File: config.mk
export PLATFORM = sky130hd
export DESIGN_NAME = hsv_to_rgb_converter_top
export DESIGN_NICKNAME = d
export VERILOG_FILES = /design/src/sv/hsv2rgb_pkg.sv /design/src/sv/hsv2rgb_sector.sv /design/src/sv/hsv2rgb_blend.sv /design/src/sv/hsv2rgb_scale.sv /design/src/sv/hsv_to_rgb_converter_top.sv
export SDC_FILE = /design/constraint.sdc
export NUM_CORES = 2
export LEC_CHECK = 0
export ABC_CLOCK_PERIOD_IN_PS = 7970
export BUFFER_PORTS_ARGS = -buffer_cell sky130_fd_sc_hd__buf_2
export CELL_PAD_IN_SITES_DETAIL_PLACEMENT = 0
export CELL_PAD_IN_SITES_GLOBAL_PLACEMENT = 1
export CORE_UTILIZATION = 53
export CTS_BUF_LIST = sky130_fd_sc_hd__clkbuf_4 sky130_fd_sc_hd__clkbuf_8
export DETAILED_ROUTE_END_ITERATION = 7
export PLACE_DENSITY = 0.82
export SLEW_MARGIN = 5
export SYNTH_ARGS = -nofsm -noshare
export SYNTH_HDL_FRONTEND = slang
export SYNTH_HIERARCHICAL = 1
export SYNTH_SLANG_ARGS = --single-unit
File: constraint.sdc
create_clock -name i_clk -period 7.97 [get_ports i_clk]
set_clock_uncertainty 0.15 [all_clocks]
set_input_delay 2.391 -clock i_clk [delete_from_list [all_inputs] [get_ports i_clk]]
set_output_delay 2.391 -clock i_clk [all_outputs]
set_load 0.005 [all_outputs]
File: src/sv/hsv2rgb_pkg.sv
`timescale 1ns / 1ps
// ============================================================================
// hsv2rgb_pkg
// Shared widths, constants, beat types and the clamp and sector helpers for the
// HSV to RGB converter pipeline.
// ============================================================================
package hsv2rgb_pkg;

    localparam int HUE_W  = 17;
    localparam int FRAC_W = 9;   // saturation and brightness, 256 = 1.0
    localparam int SEC_W  = 4;   // sector 0..8
    localparam int F_W    = 14;  // fraction 0..15359
    localparam int Y_W    = 22;  // component over 256*15360
    localparam int PROD_W = 31;  // brightness times component
    localparam int CHAN_W = 8;

    localparam logic [F_W-1:0]    SECTOR_SPAN = 14'd15360;
    localparam logic [FRAC_W-1:0] ONE_Q8      = 9'd256;
    localparam logic [Y_W-1:0]    FULL_NUM    = 22'd3932160;

    // Sector codes. Anything from five upward maps like the last sector.
    localparam logic [SEC_W-1:0] SECTOR_0 = 4'd0;
    localparam logic [SEC_W-1:0] SECTOR_1 = 4'd1;
    localparam logic [SEC_W-1:0] SECTOR_2 = 4'd2;
    localparam logic [SEC_W-1:0] SECTOR_3 = 4'd3;
    localparam logic [SEC_W-1:0] SECTOR_4 = 4'd4;

    typedef struct packed {
        logic [SEC_W-1:0]  sector;
        logic [F_W-1:0]    frac;
        logic [FRAC_W-1:0] sat;
        logic [FRAC_W-1:0] val;
    } t_sec_beat;

    typedef struct packed {
        logic [FRAC_W-1:0] val;
        logic [Y_W-1:0]    y_red;
        logic [Y_W-1:0]    y_green;
        logic [Y_W-1:0]    y_blue;
    } t_mix_beat;

    // Clamps a 9-bit fraction to 1.0.
    function automatic logic [FRAC_W-1:0] clamp_one(input logic [FRAC_W-1:0] x);
        return x[FRAC_W-1] ? ONE_Q8 : x;
    endfunction

    // Hue divided by 60 degrees: the largest k with k*15360 <= hue.
    function automatic logic [SEC_W-1:0] sector_of(input logic [HUE_W-1:0] hue);
        logic [SEC_W-1:0] sec;
        sec = '0;
        for (int k = 1; k <= 8; k++) begin
            if (hue >= HUE_W'(k * 15360)) begin
                sec = SEC_W'(k);
            end
        end
        return sec;
    endfunction

endpackage

File: src/sv/hsv2rgb_sector.sv
`timescale 1ns / 1ps
// ============================================================================
// hsv2rgb_sector
// First pipeline stage: clamps the fractions and splits the hue into a
// sector and a fraction within the sector.
// ============================================================================
module hsv2rgb_sector (
    input  logic                                i_clk,
    input  logic                                i_rst_n,
    input  logic                                i_valid,
    output logic                                o_ready,
    input  logic [hsv2rgb_pkg::HUE_W-1:0]       i_hue,
    input  logic [hsv2rgb_pkg::FRAC_W-1:0]      i_sat,
    input  logic [hsv2rgb_pkg::FRAC_W-1:0]      i_val,
    output logic                                o_valid,
    input  logic                                i_ready,
    output hsv2rgb_pkg::t_sec_beat              o_beat
);

    logic                         r_vld;
    hsv2rgb_pkg::t_sec_beat       r_beat;
    hsv2rgb_pkg::t_sec_beat       n_beat;
    logic [hsv2rgb_pkg::SEC_W-1:0] sec;
    logic [hsv2rgb_pkg::HUE_W-1:0] base;
    logic                         adv;

    // Sector times fifteen, seven bits wide so it sits above the ten zero bits.
    function automatic logic [6:0] HUE_W_ZERO_PAD(input logic [hsv2rgb_pkg::SEC_W-1:0] s);
        return 7'({3'd0, s} * 7'd15);
    endfunction

    assign adv     = !r_vld || i_ready;
    assign o_ready = adv;

    always_comb begin
        sec  = hsv2rgb_pkg::sector_of(i_hue);
        // sector * 15360 = (sector * 15) << 10
        base = {HUE_W_ZERO_PAD(sec), 10'd0};
        n_beat.sector = sec;
        n_beat.frac   = hsv2rgb_pkg::F_W'(i_hue - base);
        n_beat.sat    = hsv2rgb_pkg::clamp_one(i_sat);
        n_beat.val    = hsv2rgb_pkg::clamp_one(i_val);
    end

    always_ff @(posedge i_clk) begin
        if (!i_rst_n) begin
            r_vld <= 1'b0;
        end else if (adv) begin
            r_vld <= i_valid;
        end
    end

    always_ff @(posedge i_clk) begin
        if (adv && i_valid) begin
            r_beat <= n_beat;
        end
    end

    assign o_valid = r_vld;
    assign o_beat  = r_beat;

endmodule

File: src/sv/hsv2rgb_blend.sv
`timescale 1ns / 1ps
// ============================================================================
// hsv2rgb_blend
// Two stages: the saturation products, then p, q, t and the sector mapping
// onto the three channel components.
// ============================================================================
module hsv2rgb_blend (
    input  logic                   i_clk,
    input  logic                   i_rst_n,
    input  logic                   i_valid,
    output logic                   o_ready,
    input  hsv2rgb_pkg::t_sec_beat i_beat,
    output logic                   o_valid,
    input  logic                   i_ready,
    output hsv2rgb_pkg::t_mix_beat o_beat
);

    logic                              r_a_vld;
    logic [hsv2rgb_pkg::SEC_W-1:0]     r_a_sector;
    logic [hsv2rgb_pkg::FRAC_W-1:0]    r_a_val;
    logic [hsv2rgb_pkg::Y_W-1:0]       r_a_sf;
    logic [hsv2rgb_pkg::Y_W-1:0]       r_a_st;
    logic [hsv2rgb_pkg::Y_W-1:0]       r_a_yp;
    logic [hsv2rgb_pkg::Y_W-1:0]       n_a_sf;
    logic [hsv2rgb_pkg::Y_W-1:0]       n_a_st;
    logic [hsv2rgb_pkg::Y_W-1:0]       n_a_yp;

    logic                              r_b_vld;
    hsv2rgb_pkg::t_mix_beat            r_b_beat;
    hsv2rgb_pkg::t_mix_beat            n_b_beat;
    logic [hsv2rgb_pkg::Y_W-1:0]       yq;
    logic [hsv2rgb_pkg::Y_W-1:0]       yt;

    logic                              adv_a;
    logic                              adv_b;

    assign adv_b   = !r_b_vld || i_ready;
    assign adv_a   = !r_a_vld || adv_b;
    assign o_ready = adv_a;

    always_comb begin
        n_a_sf = hsv2rgb_pkg::Y_W'({13'd0, i_beat.sat} * {8'd0, i_beat.frac});
        n_a_st = hsv2rgb_pkg::Y_W'({13'd0, i_beat.sat}
                 * {8'd0, hsv2rgb_pkg::SECTOR_SPAN - i_beat.frac});
        n_a_yp = hsv2rgb_pkg::Y_W'({13'd0, hsv2rgb_pkg::ONE_Q8 - i_beat.sat}
                 * {8'd0, hsv2rgb_pkg::SECTOR_SPAN});
    end

    always_comb begin
        yq = hsv2rgb_pkg::FULL_NUM - r_a_sf;
        yt = hsv2rgb_pkg::FULL_NUM - r_a_st;
        n_b_beat.val = r_a_val;
        case (r_a_sector)
            hsv2rgb_pkg::SECTOR_0: begin
                n_b_beat.y_red   = hsv2rgb_pkg::FULL_NUM;
                n_b_beat.y_green = yt;
                n_b_beat.y_blue  = r_a_yp;
            end
            hsv2rgb_pkg::SECTOR_1: begin
                n_b_beat.y_red   = yq;
                n_b_beat.y_green = hsv2rgb_pkg::FULL_NUM;
                n_b_beat.y_blue  = r_a_yp;
            end
            hsv2rgb_pkg::SECTOR_2: begin
                n_b_beat.y_red   = r_a_yp;
                n_b_beat.y_green = hsv2rgb_pkg::FULL_NUM;
                n_b_beat.y_blue  = yt;
            end
            hsv2rgb_pkg::SECTOR_3: begin
                n_b_beat.y_red   = r_a_yp;
                n_b_beat.y_green = yq;
                n_b_beat.y_blue  = hsv2rgb_pkg::FULL_NUM;
            end
            hsv2rgb_pkg::SECTOR_4: begin
                n_b_beat.y_red   = yt;
                n_b_beat.y_green = r_a_yp;
                n_b_beat.y_blue  = hsv2rgb_pkg::FULL_NUM;
            end
            default: begin
                n_b_beat.y_red   = hsv2rgb_pkg::FULL_NUM;
                n_b_beat.y_green = r_a_yp;
                n_b_beat.y_blue  = yq;
            end
        endcase
    end

    always_ff @(posedge i_clk) begin
        if (!i_rst_n) begin
            r_a_vld <= 1'b0;
            r_b_vld <= 1'b0;
        end else begin
            if (adv_a) begin
                r_a_vld <= i_valid;
            end
            if (adv_b) begin
                r_b_vld <= r_a_vld;
            end
        end
    end

    always_ff @(posedge i_clk) begin
        if (adv_a && i_valid) begin
            r_a_sector <= i_beat.sector;
            r_a_val    <= i_beat.val;
            r_a_sf     <= n_a_sf;
            r_a_st     <= n_a_st;
            r_a_yp     <= n_a_yp;
        end
        if (adv_b && r_a_vld) begin
            r_b_beat <= n_b_beat;
        end
    end

    assign o_valid = r_b_vld;
    assign o_beat  = r_b_beat;

endmodule

File: src/sv/hsv2rgb_scale.sv
`timescale 1ns / 1ps
// ============================================================================
// hsv2rgb_scale
// Two stages: brightness times each component, then the scaling to
// floor(255 * component), which is 17 * product >> 26, capped at 255.
// ============================================================================
module hsv2rgb_scale (
    input  logic                              i_clk,
    input  logic                              i_rst_n,
    input  logic                              i_valid,
    output logic                              o_ready,
    input  hsv2rgb_pkg::t_mix_beat            i_beat,
    output logic                              o_valid,
    input  logic                              i_ready,
    output logic [hsv2rgb_pkg::CHAN_W-1:0]    o_red,
    output logic [hsv2rgb_pkg::CHAN_W-1:0]    o_green,
    output logic [hsv2rgb_pkg::CHAN_W-1:0]    o_blue
);

    localparam int WIDE_W = hsv2rgb_pkg::PROD_W + 5;

    logic                                r_a_vld;
    logic [hsv2rgb_pkg::PROD_W-1:0]      r_a_prod [3];
    logic [hsv2rgb_pkg::PROD_W-1:0]      n_a_prod [3];
    logic [hsv2rgb_pkg::Y_W-1:0]         comp [3];

    logic                                r_b_vld;
    logic [hsv2rgb_pkg::CHAN_W-1:0]      r_b_chan [3];
    logic [hsv2rgb_pkg::CHAN_W-1:0]      n_b_chan [3];
    logic [WIDE_W-1:0]                   wide [3];

    logic                                adv_a;
    logic                                adv_b;

    assign adv_b   = !r_b_vld || i_ready;
    assign adv_a   = !r_a_vld || adv_b;
    assign o_ready = adv_a;

    always_comb begin
        comp[0] = i_beat.y_red;
        comp[1] = i_beat.y_green;
        comp[2] = i_beat.y_blue;
        for (int c = 0; c < 3; c++) begin
            n_a_prod[c] = hsv2rgb_pkg::PROD_W'(
                {22'd0, i_beat.val} * {9'd0, comp[c]});
        end
    end

    always_comb begin
        for (int c = 0; c < 3; c++) begin
            wide[c] = {r_a_prod[c], 4'd0, 1'b0} >> 1;
            wide[c] = wide[c] + {5'd0, r_a_prod[c]};
            if (wide[c][WIDE_W-1:26] > 10'd255) begin
                n_b_chan[c] = 8'd255;
            end else begin
                n_b_chan[c] = wide[c][33:26];
            end
        end
    end

    always_ff @(posedge i_clk) begin
        if (!i_rst_n) begin
            r_a_vld <= 1'b0;
            r_b_vld <= 1'b0;
        end else begin
            if (adv_a) begin
                r_a_vld <= i_valid;
            end
            if (adv_b) begin
                r_b_vld <= r_a_vld;
            end
        end
    end

    always_ff @(posedge i_clk) begin
        if (adv_a && i_valid) begin
            r_a_prod <= n_a_prod;
        end
        if (adv_b && r_a_vld) begin
            r_b_chan <= n_b_chan;
        end
    end

    assign o_valid = r_b_vld;
    assign o_red   = r_b_chan[0];
    assign o_green = r_b_chan[1];
    assign o_blue  = r_b_chan[2];

endmodule

File: src/sv/hsv_to_rgb_converter_top.sv
`timescale 1ns / 1ps
// Throughput: one pixel per clock; each of the five stages takes a new
// beat whenever it is empty or its content moves on, so a stall at the
// output fills the empty stages before the input ready drops.
// Reset: i_rst_n is synchronous and active low; it clears every stage's
// valid bit, data registers are not reset.
// ============================================================================
// hsv_to_rgb_converter_top
// Converts one HSV pixel per beat into one RGB pixel.
// ============================================================================
module hsv_to_rgb_converter_top (
    input  logic                                i_clk,
    input  logic                                i_rst_n,
    input  logic                                i_in_valid,
    output logic                                o_in_ready,
    input  logic [hsv2rgb_pkg::HUE_W-1:0]       i_hue,
    input  logic [hsv2rgb_pkg::FRAC_W-1:0]      i_saturation,
    input  logic [hsv2rgb_pkg::FRAC_W-1:0]      i_brightness,
    output logic                                o_out_valid,
    input  logic                                i_out_ready,
    output logic [hsv2rgb_pkg::CHAN_W-1:0]      o_red,
    output logic [hsv2rgb_pkg::CHAN_W-1:0]      o_green,
    output logic [hsv2rgb_pkg::CHAN_W-1:0]      o_blue
);

    // The whole conversion is exact integer math. Every component is
    // brightness times a value Y over 256*15360, and the channel is
    // floor(255 * v * Y / 2^16 / 15360) = (17 * v * Y) >> 26. Zero
    // saturation makes p, q and t all equal to v, so grey needs no
    // separate path.

    logic                   sec_valid;
    logic                   sec_ready;
    hsv2rgb_pkg::t_sec_beat sec_beat;
    logic                   mix_valid;
    logic                   mix_ready;
    hsv2rgb_pkg::t_mix_beat mix_beat;

    // Stage 1: clamp s and v, split the hue into sector and fraction.
    hsv2rgb_sector u_sector (
        .i_clk   (i_clk),
        .i_rst_n (i_rst_n),
        .i_valid (i_in_valid),
        .o_ready (o_in_ready),
        .i_hue   (i_hue),
        .i_sat   (i_saturation),
        .i_val   (i_brightness),
        .o_valid (sec_valid),
        .i_ready (sec_ready),
        .o_beat  (sec_beat)
    );

    // Stages 2 and 3: saturation products, then p, q, t and the mapping.
    hsv2rgb_blend u_blend (
        .i_clk   (i_clk),
        .i_rst_n (i_rst_n),
        .i_valid (sec_valid),
        .o_ready (sec_ready),
        .i_beat  (sec_beat),
        .o_valid (mix_valid),
        .i_ready (mix_ready),
        .o_beat  (mix_beat)
    );

    // Stages 4 and 5: brightness products and the scaling to 8 bits. The
    // last stage is the output register that holds a beat under a stall.
    hsv2rgb_scale u_scale (
        .i_clk   (i_clk),
        .i_rst_n (i_rst_n),
        .i_valid (mix_valid),
        .o_ready (mix_ready),
        .i_beat  (mix_beat),
        .o_valid (o_out_valid),
        .i_ready (i_out_ready),
        .o_red   (o_red),
        .o_green (o_green),
        .o_blue  (o_blue)
    );

endmodule

## After elaboration in Yosys (flattened, before gate mapping)

Index checks and enable logic that the tools add are counted.

| cells by class | value |
|---|---|
| multipliers | 7 |
| reductions and logical operators | 16 |
| multiplexer cells | 11 |
| $add $sub $neg | 8 |
| equal/unequal tests | 4 |
| $lt $le $gt $ge | 11 |

Operator list:

| cell | number |
|---|---|
| case mux 66 bit (5 select lines) | 1 |
| adder 35 x 31 -> 36 bit | 3 |
| multiplier 9 x 22 -> 31 bit | 3 |
| >= comparator 17 bit (second input constant) | 4 |
| multiplier 9 x 14 -> 22 bit | 2 |
| subtractor 22 bit (first input constant) | 2 |
| >= comparator 17 x 16 -> 1 bit (second input constant) | 2 |
| greater-than comparator 10 x 8 -> 1 bit (second input constant) | 3 |
| two-way mux 9 bit | 2 |
| >= comparator 17 x 14 -> 1 bit (second input constant) | 1 |
| >= comparator 17 x 15 -> 1 bit (second input constant) | 1 |
| subtractor 14 bit | 1 |
| subtractor 14 bit (first input constant) | 1 |
| multiplier 9 x 4 -> 12 bit (second input constant) | 1 |
| two-way mux 3 bit | 4 |
| subtractor 9 bit (first input constant) | 1 |
| equality test 4 x 2 -> 1 bit (second input constant) | 2 |
| logical AND 1 bit | 5 |
| zero test 1 bit | 5 |
| logical OR 1 bit | 5 |
| equality test 4 x 1 -> 1 bit (second input constant) | 1 |
| equality test 4 x 3 -> 1 bit (second input constant) | 1 |
| zero test 4 bit | 1 |
| multiplier 4 x 1 -> 4 bit (second input constant) | 1 |
| 3 further kinds | 4 |

| word-level totals | value |
|---|---|
| output and inout bits | 26 |
| bits in registers | 302 |

## Depth between registers and ports, before layout

| logic depth | value |
|---|---|
| depth in word-level cells | 11 |
| gate-level depth with buffers | 21 |
| mapped depth without buffers | 21 |

## Modules after synthesis

The synthesis kept the hierarchy.

Modules (own cells, without submodules):

| module | sequential area each (µm²) | area each (µm²) | cells each | times used |
|---|---|---|---|---|
| hsv2rgb_scale | 3,553.4 | 24,385.9 | 2,628 | 1 |
| hsv2rgb_blend | 4,334.2 | 14,843.0 | 1,459 | 1 |
| hsv2rgb_sector | 1,101.1 | 1,594.0 | 110 | 1 |

## Least setup slack after synthesis

No wires, ideal clock.

| timing path | value |
|---|---|
| path kind | input port to flip-flop |
| start point | in i_out_ready |
| end point | reg u_blend.r_b_beat (netlist bit u_blend/o_beat[0]) (enable) |
| data arrival time | 5.939 ns |
| setup slack | 1.364 ns |
| stages | 4 |
| buffers on the path | 0 |
| required time | 7.302 ns |
| cells stage by stage | nor2b_1 nand2_1 nor2b_1 nor2b_1 |

| between the ends | value |
|---|---|
| cells in the longest elaborated chain, start to end | 4 |

RTL lines:

| element | line | source |
|---|---|---|
| start: declaration | hsv_to_rgb_converter_top.sv:20 | `input logic i_out_ready,` |
| logical OR 1 bit | hsv2rgb_scale.sv:35 | `assign adv_b = !r_b_vld \|\| i_ready;` |
| logical OR 1 bit | hsv2rgb_scale.sv:36 | `assign adv_a = !r_a_vld \|\| adv_b;` |
| via mix_ready | hsv_to_rgb_converter_top.sv:36 | `logic mix_ready;` |
| logical OR 1 bit | hsv2rgb_blend.sv:37 | `assign adv_b = !r_b_vld \|\| i_ready;` |
| logical AND 1 bit | hsv2rgb_blend.sv:109 | `if (adv_b && r_a_vld) begin` |
| end signal: assignment | hsv2rgb_blend.sv:110 | `r_b_beat <= n_b_beat;` |
| end: declaration | hsv2rgb_blend.sv:29 | `hsv2rgb_pkg::t_mix_beat r_b_beat;` |

The timed path passes the listed nets, and every way through them passes these cells.
A chain may end at the register's enable or synchronous reset.

## Worst setup path in the final report

| timing path | value |
|---|---|
| start point | reg u_sector.r_beat (netlist bit u_sector/o_beat[20]) |
| end point | reg u_blend/r_a_st[20] (netlist name), data pin |

| between the ends | value |
|---|---|
| cells in the longest elaborated chain, start to end | 2 |

RTL lines:

| element | line | source |
|---|---|---|
| start: declaration | hsv2rgb_sector.sv:21 | `hsv2rgb_pkg::t_sec_beat r_beat;` |
| start signal: assignment | hsv2rgb_sector.sv:55 | `r_beat <= n_beat;` |
| subtractor 14 bit | hsv2rgb_blend.sv:44 | `* {8'd0, hsv2rgb_pkg::SECTOR_SPAN - i_beat.frac});` |
| multiplier 9 x 14 -> 22 bit | hsv2rgb_blend.sv:44 |  |
| via u_blend.n_a_st (one bit) | hsv2rgb_blend.sv:25 | `logic [hsv2rgb_pkg::Y_W-1:0] n_a_st;` |
| end signal: assignment | hsv2rgb_blend.sv:106 | `r_a_st <= n_a_st;` |
| end: declaration | hsv2rgb_blend.sv:22 | `logic [hsv2rgb_pkg::Y_W-1:0] r_a_st;` |

The timed path passes the listed nets, and every way through them passes these cells.

==> metrics.md <==
| Metric | Value |
|---|---|
| Status | completed |
| First-pass GRT wire length | 149 mm |
| Slew HR | 24.6% |
| Worst-Margin Slew | 1.13 ns |
| DIE AREA | 78100 sq um |
| Syn Area/Cell | 9.73 sq um |
| Via/cell ratio | 5.33 |
| Seq/Total Area, Yosys | 22.0% |
| Vias in the first global route | 29600 |
| Ys flop type | edfxtp_1 |
| Placer Congestion | 0.919 |
| Switching Share | 44.7% |
| Worst-path clk slew | 0.06 ns |
| Overflow after GRT | 0 |
| Post-synth cell types | 86 |
| Cell breakdown of the critical path | or3_1, or3_1, o21ai_0, xor2_1, nand2_1, fa_1, inv_1, fa_1, fa_1, inv_1, fa_1, inv_1, ha_1, o211a_1, o21ai_0, a21oi_1, and3_1, a221oi_1, xnor2_1 |
| Combinational cell fraction of total power | 66.8% |
| Required time of the critical path | 8.23 ns |
| EDFF count, synth | 296 |
| Port-buffer cells | 64 |
| Root Driver | clkbuf_8 |
| DR vias | 28300 |
| Slowest Stage Delay on Critical Path | 0.58 ns |
| CTS Buf Count | 55 |
| Largest net degree at the start of global routing | 73 |
| PostCTS Resize Cnt | 0 |
| Crit path kind | flop to flop |
| Final setup viols | 0 |
| Worst path slowest cell | xor2_1 |
| Psw | 5.75 mW |
| Ys Warns | 6 |
| Drt drc | 0 |
| Floorplan row count | 101 |
| Worst VDD drop | 0.000257 V |
| Static Leak | 20.3 nW |
| Cell mode on critical path | fa_1 |
| Mapped Cells | 4197 |
| Setup ws final | 1.23 ns |
| Die height | 280 um |
| Ratio of cells with drive above 1 in the final layout | 5.41% |
| Clock Latency Late Sink | 0.67 ns |
| Pint | 7.12 mW |
| Post-Syn Area | 40800 sq um |
| RSZ-0062 raised after global routing | no |
| Syn_nets | 5177 |
| Synthesized flop and latch total | 301 |
| Hold buffer count at CTS | 0 |
| Synthesis-to-layout area growth | 6.24% |
| Async SR Flop Fraction | 0% |
| Final WL | 89.1 mm |
| Setup repair bufs after CTS | 0 |
| Fin. Hold Viols | 0 |
| Power per Cell Area | 297 nW/um^2 |
| Core Box Area | 76100 sq um |
| Most frequent cells in the layout | inv_1 (748), fa_1 (606), and2_1 (481) |
| Io pins | 65 |
| Period utilization | 84.6% |
| Clock tree buffer depth | 3 |
| Final Max Tran Viols | 0 |
| Crit start category | flop |
| Share of power burned in registers | 21.3% |
| TritonRoute pass-1 iters | 5 |
| Worst-path maximum fanout | 13 |
| Effective utilization at floorplan | 53.7% |
| First-iteration detailed-routing DRC count | 1431 |
| HP Class | flop to flop |
| Fin Setup TNS | 0 ns |
| Clock power frac | 11.9% |
| Total GRT Usage | 23.7% |
| CP Data Arrival Time | 7.00 ns |
| Total power | 12.9 mW |
| H-tree levels | 2 |
| Die width | 280 um |
| Fin nets | 5204 |
| WL per Instance | 16.8 um |
| # clock sinks | 301 |
| Fin crit period | 6.74 ns |
| Hpwl dp | 71.7 mm |
| CTS tree | yes |
| Routed Antenna Nets | 0 |
| Maximum clock rate | 148 MHz |
| Critical Path End Type | flop |
| Worst slack, placed | 1.23 ns |
| Initial antenna violation count | 1 |
| Most common cell after layout, fill and taps aside | inv_1 |
| Max_cap viols | 0 |
==> worst max-delay path: cells and delay by family (launching register included) <==
family / cells / cell delay [ns]
AOI/OAI and AO/OA: 5 / 1.24
xor gates and xnor gates: 2 / 0.70
adders and majority gates: 5 / 2.40
buffers and inverters: 3 / 0.14
DFF: 1 / 0.56
and+or+nand+nor: 4 / 1.30
==> synthesized netlist by cell type (all sizes together) (15+ instances only) <==
library cell	number	area, sq um
inv	749	2810
fa	606	12100
and2	484	3030
nand2	480	1800
ha	335	4190
edfxtp	296	8890
a21oi	143	719
nor2	131	492
xnor2	129	1130
clkbuf	128	480
o21ai	86	430
a21o	63	473
nor2b	52	325
nor3	41	205
xor2	41	359
nand3	38	190
o21a	30	225
and3	28	175
a22o	24	210
a211oi	20	160
o211ai	19	148
a22oi	15	113
nand4	15	93.8
o21bai	15	113
==> cell type report <==
class,count,area (sq um)
antenna,1,2.50
clock buffer,67,853
clock inverter,33,272
fill,6824,32700
inverter,749,2810
multi-input combinational,3012,28500
sequential,301,8990
tap,1030,1290
timing repair buffer,105,641
==> per-layer routing <==
layer  vias up  GRT usage, %  share of wire [%]
met1     14100          30.7                 44
met5         -             0                  0
met3       100          2.62                3.6
met2       507          41.9                 50
li1      13500             -                  -
met4         0          6.26                2.2
==> cells by family (layout without fill, tap and decap cells) <==
| kind of cell | Yosys count | count (layout) | share of synthesized area, % |
|---|---|---|---|
| flops | 301 | 301 | 22.0 |
| compound gates | 534 | 534 | 8.91 |
| fa+ha+maj | 942 | 942 | 40.0 |
| xor+xnor | 170 | 170 | 3.65 |
| buf+inv | 884 | 954 | 8.19 |
| simple gates | 1359 | 1359 | 17.1 |
| other cells | 0 | 1 | 0 |
| mux | 7 | 7 | 0.172 |
==> flip-flops by register name (all words and copies together), names as in the netlist <==
| register | count |
|---|---|
| u_blend/r_a_sf | 22 |
| u_scale/o_blue | 8 |
| u_blend/r_a_sector | 4 |
| u_blend/r_a_yp | 12 |
| u_blend/r_a_vld | 1 |
| u_scale/r_a_vld | 1 |
| u_sector/o_beat | 36 |
| u_scale/o_green | 8 |
| u_sector/o_valid | 1 |
| u_blend/r_a_val | 9 |
| u_blend/o_valid | 1 |
| u_blend/r_a_st | 21 |
| u_scale/o_red | 8 |
| u_scale/o_valid | 1 |
| u_blend/o_beat | 75 |
| u_scale/r_a_prod | 93 |
==> final timing paths <==
check,startpoint,end,slack [ns],depth (start not counted)
hold reg to reg,u_sector/o_beat[35],u_blend/r_a_sector[3],0.27,0
setup reg to reg,u_sector/o_beat[20],u_blend/r_a_st[20],1.23,19
setup / recovery,u_sector/o_beat[20],u_blend/r_a_st[20],1.23,19
hold / removal,u_sector/o_beat[35],u_blend/r_a_sector[3],0.27,0
==> power groups by stage <==
stage	Sequential [mW]	Clock [mW]	Combinational, mW
3_5_place_dp	2.77	0	8.62
2_1_floorplan	2.62	0	6.95
6_report	2.74	1.53	8.61
4_1_cts	2.74	1.59	8.69
5_1_grt	2.76	1.65	9.90
3_3_place_gp	2.77	0	8.55
==> stage by stage <==
step / hold slack, ns / cell area, sq um / util [%] / cells
floorplan: 0.250 / 40800 / - / 4197
finish: 0.272 / 43400 / 57.0 / 5298
CTS: 0.272 / 43400 / 57.0 / 5297
global placement: 0.253 / 42200 / 55.5 / 5197
detailed placement: 0.255 / 42200 / 55.5 / 5197
global route: 0.279 / 43400 / 57.0 / 5298
No activity file was read; power rests on OpenSTA's default activity.
